### src/bhsv_pkg.sv
// Package with shared types and constants for the BGR to HSV converter.
package bhsv_pkg;

    localparam int HUE_FRAC = 6;
    localparam int HUE_W    = 15;
    localparam int SAT_W    = 16;
    localparam int CH_W     = 8;
    localparam int SAT_NUM_W = 24;
    localparam int HUE_NUM_W = 22;
    localparam int HUE60    = 60 << HUE_FRAC;
    localparam int HUE120   = 120 << HUE_FRAC;
    localparam int HUE240   = 240 << HUE_FRAC;
    localparam int HUE360   = 360 << HUE_FRAC;
    localparam int QDEPTH   = 4;
    localparam int QPTR_W   = 2;

    typedef enum logic [1:0] {
        CH_BLUE  = 2'd0,
        CH_GREEN = 2'd1,
        CH_RED   = 2'd2
    } chan_t;

    typedef struct packed {
        logic [CH_W-1:0] mx;
        logic [CH_W-1:0] spread;
        logic            neg;
        logic [CH_W-1:0] dmag;
        chan_t           which;
        logic            last;
    } cls_t;

endpackage

### src/bhsv_front.sv
// Front stage: accept pixels, pick max/min channel and register classification.
module bhsv_front
    import bhsv_pkg::*;
(
    input  logic             clk,
    input  logic             rst_n,
    input  logic             in_valid,
    output logic             in_ready,
    input  logic [CH_W-1:0]  blue,
    input  logic [CH_W-1:0]  green,
    input  logic [CH_W-1:0]  red,
    input  logic             last_in,
    output logic             cls_valid,
    input  logic             cls_ready,
    output cls_t             cls
);

    cls_t cls_reg, cls_next;
    logic vld_reg;
    logic [CH_W-1:0] mn;
    logic [CH_W:0]   d;

    assign in_ready  = !vld_reg || cls_ready;
    assign cls_valid = vld_reg;
    assign cls       = cls_reg;

    always_comb
    begin
        cls_next.last = last_in;
        if (blue > green)
        begin
            if (blue > red)
            begin
                cls_next.mx = blue;
                cls_next.which = CH_BLUE;
                mn = (green < red) ? green : red;
            end
            else
            begin
                cls_next.mx = red;
                cls_next.which = CH_RED;
                mn = green;
            end
        end
        else if (green > red)
        begin
            cls_next.mx = green;
            cls_next.which = CH_GREEN;
            mn = (blue < red) ? blue : red;
        end
        else
        begin
            cls_next.mx = red;
            cls_next.which = CH_RED;
            mn = blue;
        end
        cls_next.spread = cls_next.mx - mn;
        case (cls_next.which)
            CH_RED:   d = {1'b0, green} - {1'b0, blue};
            CH_GREEN: d = {1'b0, blue} - {1'b0, red};
            default:  d = {1'b0, red} - {1'b0, green};
        endcase
        cls_next.neg  = d[CH_W];
        cls_next.dmag = d[CH_W] ? CH_W'(-d) : d[CH_W-1:0];
    end

    always_ff @(posedge clk or negedge rst_n)
    begin
        if (!rst_n)
            vld_reg <= 1'b0;
        else if (in_ready)
            vld_reg <= in_valid;
    end

    always_ff @(posedge clk)
    begin
        if (in_ready && in_valid)
            cls_reg <= cls_next;
    end

endmodule

### src/bhsv_queue.sv
// Short queue between classification and arithmetic.
module bhsv_queue
    import bhsv_pkg::*;
(
    input  logic clk,
    input  logic rst_n,
    input  logic wr_valid,
    output logic wr_ready,
    input  cls_t wr_data,
    output logic rd_valid,
    input  logic rd_ready,
    output cls_t rd_data
);

    cls_t mem [QDEPTH];
    logic [QPTR_W-1:0] wp_reg, rp_reg;
    logic [QPTR_W:0]   cnt_reg;
    logic wr, rd;

    assign wr_ready = cnt_reg != (QPTR_W+1)'(QDEPTH);
    assign rd_valid = cnt_reg != '0;
    assign rd_data  = mem[rp_reg];
    assign wr = wr_valid && wr_ready;
    assign rd = rd_valid && rd_ready;

    always_ff @(posedge clk or negedge rst_n)
    begin
        if (!rst_n)
        begin
            wp_reg  <= '0;
            rp_reg  <= '0;
            cnt_reg <= '0;
        end
        else
        begin
            if (wr)
                wp_reg <= wp_reg + 1'b1;
            if (rd)
                rp_reg <= rp_reg + 1'b1;
            cnt_reg <= cnt_reg + (QPTR_W+1)'(wr) - (QPTR_W+1)'(rd);
        end
    end

    always_ff @(posedge clk)
    begin
        if (wr)
            mem[wp_reg] <= wr_data;
    end

endmodule

### src/bhsv_back.sv
// Back end: pipelined restoring dividers for saturation and hue, then combinational hue offset and output select.
module bhsv_back
    import bhsv_pkg::*;
(
    input  logic              clk,
    input  logic              rst_n,
    input  logic              cls_valid,
    output logic              cls_ready,
    input  cls_t              cls,
    output logic              out_valid,
    input  logic              out_ready,
    output logic [HUE_W-1:0]  hue,
    output logic [SAT_W-1:0]  saturation,
    output logic [CH_W-1:0]   brightness,
    output logic              last_out
);

    localparam int NS = SAT_NUM_W;

    logic              v_reg   [NS+1];
    cls_t              c_reg   [NS+1];
    logic [NS-1:0]     sq_reg  [NS+1];
    logic [CH_W:0]     sr_reg  [NS+1];
    logic [NS-1:0]     hq_reg  [NS+1];
    logic [CH_W:0]     hr_reg  [NS+1];
    logic advance;
    logic [CH_W+1:0] st, ht;
    logic [NS-1:0] sn [NS];
    logic [NS-1:0] hn [NS];
    logic [CH_W:0] srn [NS];
    logic [CH_W:0] hrn [NS];
    logic [NS-1:0] snum, hnum;
    logic [HUE_W+1:0] hs;

    assign advance   = !v_reg[NS] || out_ready;
    assign cls_ready = advance;
    assign snum = NS'(cls.spread) * NS'(255 * 256);
    assign hnum = NS'(cls.dmag) * NS'(HUE60);

    always_comb
    begin
        for (int i = 0; i < NS; i++)
        begin
            st = {sr_reg[i], sq_reg[i][NS-1]};
            sn[i] = {sq_reg[i][NS-2:0], 1'b0};
            if (st >= {2'b0, c_reg[i].mx})
            begin
                st = st - {2'b0, c_reg[i].mx};
                sn[i][0] = 1'b1;
            end
            srn[i] = st[CH_W:0];
            ht = {hr_reg[i], hq_reg[i][NS-1]};
            hn[i] = {hq_reg[i][NS-2:0], 1'b0};
            if (ht >= {2'b0, c_reg[i].spread})
            begin
                ht = ht - {2'b0, c_reg[i].spread};
                hn[i][0] = 1'b1;
            end
            hrn[i] = ht[CH_W:0];
        end
    end

    always_ff @(posedge clk or negedge rst_n)
    begin
        if (!rst_n)
        begin
            for (int i = 0; i <= NS; i++)
                v_reg[i] <= 1'b0;
        end
        else if (advance)
        begin
            v_reg[0] <= cls_valid;
            for (int i = 1; i <= NS; i++)
                v_reg[i] <= v_reg[i-1];
        end
    end

    always_ff @(posedge clk)
    begin
        if (advance)
        begin
            c_reg[0]  <= cls;
            sq_reg[0] <= snum;
            hq_reg[0] <= hnum;
            sr_reg[0] <= '0;
            hr_reg[0] <= '0;
            for (int i = 1; i <= NS; i++)
            begin
                c_reg[i]  <= c_reg[i-1];
                sq_reg[i] <= sn[i-1];
                hq_reg[i] <= hn[i-1];
                sr_reg[i] <= srn[i-1];
                hr_reg[i] <= hrn[i-1];
            end
        end
    end

    always_comb
    begin
        case (c_reg[NS].which)
            CH_GREEN: hs = (HUE_W+2)'(HUE120);
            CH_BLUE:  hs = (HUE_W+2)'(HUE240);
            default:  hs = (HUE_W+2)'(HUE360);
        endcase
        if (c_reg[NS].neg)
            hs = hs - (HUE_W+2)'(hq_reg[NS]);
        else
        begin
            hs = hs + (HUE_W+2)'(hq_reg[NS]);
            if (c_reg[NS].which == CH_RED)
                hs = hs - (HUE_W+2)'(HUE360);
        end
        if (hs >= (HUE_W+2)'(HUE360))
            hs = hs - (HUE_W+2)'(HUE360);
    end

    assign out_valid  = v_reg[NS];
    assign brightness = c_reg[NS].mx;
    assign last_out   = c_reg[NS].last;
    assign saturation = (c_reg[NS].spread == '0) ? '0 : sq_reg[NS][SAT_W-1:0];
    assign hue        = (c_reg[NS].spread == '0) ? '0 : hs[HUE_W-1:0];

endmodule

### src/bgr_to_hsv_pixel_top.sv
// Top level of the BGR to HSV pixel converter.
// One pixel per clock sustained while the output accepts; a result is valid once its input item
// has passed the classifier register, the queue memory, one divider load register, then 24
// stages of a bit-per-stage restoring divider for saturation and hue. Back-pressure stalls the
// divider pipeline; the 4-entry queue decouples it from the classifier.
module bgr_to_hsv_pixel_top
    import bhsv_pkg::*;
(
    input  logic        clk,
    input  logic        rst_n,
    input  logic        s_axis_tvalid,
    output logic        s_axis_tready,
    input  logic [23:0] s_axis_tdata,  // blue, green, red
    input  logic        s_axis_tlast,  // last_in
    output logic        m_axis_tvalid,
    input  logic        m_axis_tready,
    output logic [39:0] m_axis_tdata,  // hue, saturation, brightness, zero fill
    output logic        m_axis_tlast   // last_out
);

    logic f_valid, f_ready, q_valid, q_ready;
    cls_t f_cls, q_cls;
    logic [HUE_W-1:0] hue;
    logic [SAT_W-1:0] saturation;
    logic [CH_W-1:0]  brightness;

    bhsv_front u_front (
        .clk(clk), .rst_n(rst_n),
        .in_valid(s_axis_tvalid), .in_ready(s_axis_tready),
        .blue(s_axis_tdata[7:0]), .green(s_axis_tdata[15:8]), .red(s_axis_tdata[23:16]),
        .last_in(s_axis_tlast),
        .cls_valid(f_valid), .cls_ready(f_ready), .cls(f_cls)
    );

    bhsv_queue u_queue (
        .clk(clk), .rst_n(rst_n),
        .wr_valid(f_valid), .wr_ready(f_ready), .wr_data(f_cls),
        .rd_valid(q_valid), .rd_ready(q_ready), .rd_data(q_cls)
    );

    bhsv_back u_back (
        .clk(clk), .rst_n(rst_n),
        .cls_valid(q_valid), .cls_ready(q_ready), .cls(q_cls),
        .out_valid(m_axis_tvalid), .out_ready(m_axis_tready),
        .hue(hue), .saturation(saturation), .brightness(brightness),
        .last_out(m_axis_tlast)
    );

    assign m_axis_tdata = {1'b0, brightness, saturation, hue};

`ifndef SYNTHESIS
    a_sat_zero: assert property (@(posedge clk) disable iff (!rst_n)
        m_axis_tvalid && m_axis_tdata[38:31] == 8'd0 |-> m_axis_tdata[30:0] == 31'd0)
        else $error("black pixel gave nonzero hue or saturation");
    a_hue_rng: assert property (@(posedge clk) disable iff (!rst_n)
        m_axis_tvalid |-> m_axis_tdata[14:0] < 15'(HUE360))
        else $error("hue out of range");
    a_sat_rng: assert property (@(posedge clk) disable iff (!rst_n)
        m_axis_tvalid |-> m_axis_tdata[30:15] <= 16'd65280)
        else $error("saturation out of range");
`endif

endmodule

### config.mk
export PLATFORM = sky130hd
export DESIGN_NAME = bgr_to_hsv_pixel_top
export DESIGN_NICKNAME = d
export VERILOG_FILES = /design/src/bhsv_pkg.sv /design/src/bhsv_front.sv /design/src/bhsv_queue.sv /design/src/bhsv_back.sv /design/src/bgr_to_hsv_pixel_top.sv
export SDC_FILE = /design/constraint.sdc
export NUM_CORES = 2
export LEC_CHECK = 0
export BUFFER_PORTS_ARGS = -buffer_cell sky130_fd_sc_hd__buf_2
export CAP_MARGIN = 10
export CORE_MARGIN = 5
export CORE_UTILIZATION = 35
export CTS_CLUSTER_SIZE = 40
export DETAILED_ROUTE_END_ITERATION = 8
export HOLD_SLACK_MARGIN = 0.1
export SETUP_SLACK_MARGIN = 0.5
export SLEW_MARGIN = 20
export SYNTH_ARGS = -nofsm -noshare
export SYNTH_HDL_FRONTEND = slang
export SYNTH_SLANG_ARGS = --single-unit
### constraint.sdc
create_clock -name clk -period 142.8 [get_ports clk]
set_clock_uncertainty 0.15 [all_clocks]
set_input_delay 28.56 -clock clk [delete_from_list [all_inputs] [get_ports clk]]
set_output_delay 28.56 -clock clk [all_outputs]
set_load 0.01 [all_outputs]
==> metrics.md <==
| Metric | Value |
|---|---|
| Status | completed |
| CP delay by family, top | simple AND/OR/NAND/NOR gates |
| Die height | 472 µm |
| CTS H-tree depth | 4 |
| Worst r2r path cells | 18 |
| First-pass GRT wire length | 196 mm |
| Starting density of the core | 0.352 |
| Worst Path Arrival | 4.68 ns |
| Critical R2R Launch | u_queue.rp_reg[0] |
| # rows | 169 |
| Fillers | 19,600 |
| Core ar. | 212,000 µm² |
| CTS Hold Buffers Added | 0 |
| DRC violations left | 0 |
| Yosys reg bits | 1,622 |
| Post-synth top area cell | edfxtp_1 |
| CTS tree | built |
| Worst hold endpoint | u_back.sq_reg[2][45] |
| Cell with the largest stage delay on the worst path | edfxtp_1 |
| Worst R2R End | u_back.sq_reg[0][21] |
| EDFF count, synth | 1,589 |
| Longest Clk Path Bufs | 3 |
| CTS Sinks | 1,622 |
| Layout Area Growth over Synthesis | 12.5% |
| Die Area | 223,000 µm² |
| Routed WL | 116 mm |
| I/O Buffers | 70 |
| Post-CTS sizing | 0 |
| Final ANT Viol Nets | 0 |
| MaxCap Viol Count | 0 |
| Final Hold Fails | 0 |
| Setup TNS | 0 ns |
| Max-slew headroom | 0.304 |
| RSZ-0062 raised after global routing | false |
| Avg WL per Cell | 13.6 µm |
| I/O pin count | 72 |
| Total setup buffers inserted after CTS | 0 |
| Register area share after synthesis | 0.649 |
| CTS root buf | clkbuf_16 |
| Mean Syn Cell Area | 13.8 µm² |
| Synthesized area | 74,800 µm² |
| Via/cell ratio | 4.59 |
| Largest net degree at the start of global routing | 92 |
| Initial antenna violation count | 1 |
| Critical-path cell list | or2_2 > ha_1 > inv_1 > fa_1 > ha_1 > nor3b_1 > xor2_1 > o22ai_1 > xor2_1 > nor3_1 > or4_1 > o21a_1 > a31oi_1 > buf_2 |
| Post-synthesis cell count | 5,404 |
| Number of global-route vias before repair | 40,500 |
| Largest register FFs | 516 |
| Global route total overflow | 0 |
| All-Layer GR Usage | 0.104 |
| Worst R2R Setup Slack | 136.32 ns |
| Iteration-0 DRC Markers | 2,046 |
| Setup violators final | 0 |
| Setup crit start | u_back.c_reg[1][226] |
| Max stage delay on crit path | 0.53 ns |
| Critical path class | flop to primary output |
| Fraction of layout cells with a size suffix above 1 | 0.0789 |
| Slew Viols, Final | 0 |
| DP HPWL | 79.6 mm |
| Top achievable clock speed | 0.0299 GHz |
| Distinct cells, synth | 74 |
| Critical Path Source Type | flop |
| Worst Hold Depth | 0 |
| Fin nets | 6,185 |
| Worst EP required | 114.09 ns |
| Worst Setup End Kind | primary output |
| CTS Buf Count | 167 |
| Worst Path Buf+Inv | 2 |
| Via count | 39,200 |
| Die width | 472 µm |
| Yosys top cell area share | 0.638 |
| Critical path fanouts, max | 9 |
| Clk slew on worst S/H paths | 0.06 ns |
| Top FF cell, synth | edfxtp_1 |
| CP Depth | 14 |
| Ys async rst share | 0.0203 |
| Crit share post-route | 0.234 |
| Final Wtd Congestion | 0.824 |
| Synth top area cells | edfxtp_1 (64%), ha_1 (7.9%), xnor2_1 (3.5%) |
| Final Critical Period | 33.39 ns |
| YS warnings | 0 |
| Hold WC Path Type | flop to flop |
| Min-delay src | u_back.sq_reg[2][20] |
| Clock latency on the worst-skew pair | 0.78 ns |
| Worst-margin pin slew | 1.04 ns |
| First-pass iteration count of the detailed router | 7 |
worst reg2reg max path: cells and delay by family (launching register included):
| family | cells | cell delay [ns] |
|---|---|---|
| buffers and inverters | 5 | 0.92 |
| adder cells (fa/ha/maj) | 5 | 2.51 |
| multiplexers | 1 | 0.70 |
| flip-flops | 1 | 0.57 |
| XOR/XNOR | 1 | 0.11 |
| AND/OR/NAND/NOR | 2 | 0.20 |
| AO/OA/AOI/OAI | 4 | 1.06 |
cell families (layout without fill, tap and decap cells):
family                     count (synthesis)  count (layout)  synth area share
other                                      1               6         0.0000501
adders and majority gates                564             564             0.104
DFF                                     1622            1622             0.649
and+or+nand+nor                         1043            1043            0.0679
buffers and inverters                    729            1052            0.0371
AOI/OAI and AO/OA                        962             962            0.0780
xor gates and xnor gates                 380             380            0.0447
muxes                                    103             103            0.0196
cells in the mapped netlist, types with 69 or more instances:
library cell,number
nand2_1,133
nor2_1,448
nand4_1,76
inv_1,648
ha_1,470
xnor2_1,302
mux2_2,69
nor2b_1,131
o21ai_0,205
fa_1,94
a21o_1,175
a21oi_1,381
edfxtp_1,1589
a21boi_0,99
xor2_1,77
layer usage:
metal	vias up	share of wire	global-route usage
met3	223	0.036	0.0227
met5	-	0	0
li1	19800	-	-
met1	18800	0.43	0.124
met2	455	0.50	0.185
met4	0	0.034	0.0381
per-stage QoR:
step / hold slack (ns) / instance area (µm²) / cells / util / setup WS, ns
after floorplan: 0.250 / 74800 / 5408 / - / 69.44
after global placement: 0.250 / 78600 / 8243 / 0.370 / 109.05
after detailed placement: 0.255 / 78600 / 8243 / 0.370 / 108.91
after CTS: 0.248 / 84100 / 8551 / 0.396 / 109.31
after global routing: 0.257 / 84100 / 8553 / 0.396 / 108.96
final: 0.250 / 84100 / 8553 / 0.396 / 109.41
final cells by class:
class | count | area [µm²] | area share
tap | 2821 | 3530 | 0.0419
multi-input combinational | 3057 | 23500 | 0.279
timing repair buffer | 95 | 558 | 0.00663
clock buffer | 208 | 4400 | 0.0522
sequential | 1622 | 48500 | 0.577
inverter | 649 | 2440 | 0.0290
antenna | 1 | 2.50 | 0.0000297
clock inverter | 100 | 1160 | 0.0138
cell usage in the layout (no fill, tap or decap), drive strengths merged, types with 76 or more instances in the layout:
| master | synthesis | layout |
|---|---|---|
| a21o | 176 | 176 |
| ha | 470 | 470 |
| nor2 | 448 | 448 |
| xor2 | 77 | 77 |
| nand4 | 76 | 76 |
| o21ai | 206 | 206 |
| a21boi | 100 | 100 |
| fa | 94 | 94 |
| inv | 648 | 655 |
| xnor2 | 302 | 302 |
| clkbuf | 66 | 208 |
| buf | 14 | 95 |
| edfxtp | 1589 | 1589 |
| nor2b | 131 | 131 |
| a21oi | 381 | 381 |
| nand2 | 133 | 133 |
how the worst max path moves through the flow:
stage                            to  slack [ns]
2_1_floorplan       u_back.v_reg[1]       69.44
3_3_place_gp   u_back.hq_reg[6][16]      109.05
3_5_place_dp    u_back.c_reg[1][29]      108.91
4_1_cts            m_axis_tdata[13]      109.31
5_1_grt            m_axis_tdata[10]      108.96
6_report           m_axis_tdata[13]      109.41
Power is not shown: default switching activity piles up to over one toggle a cycle in this logic, so the estimate is an artifact.
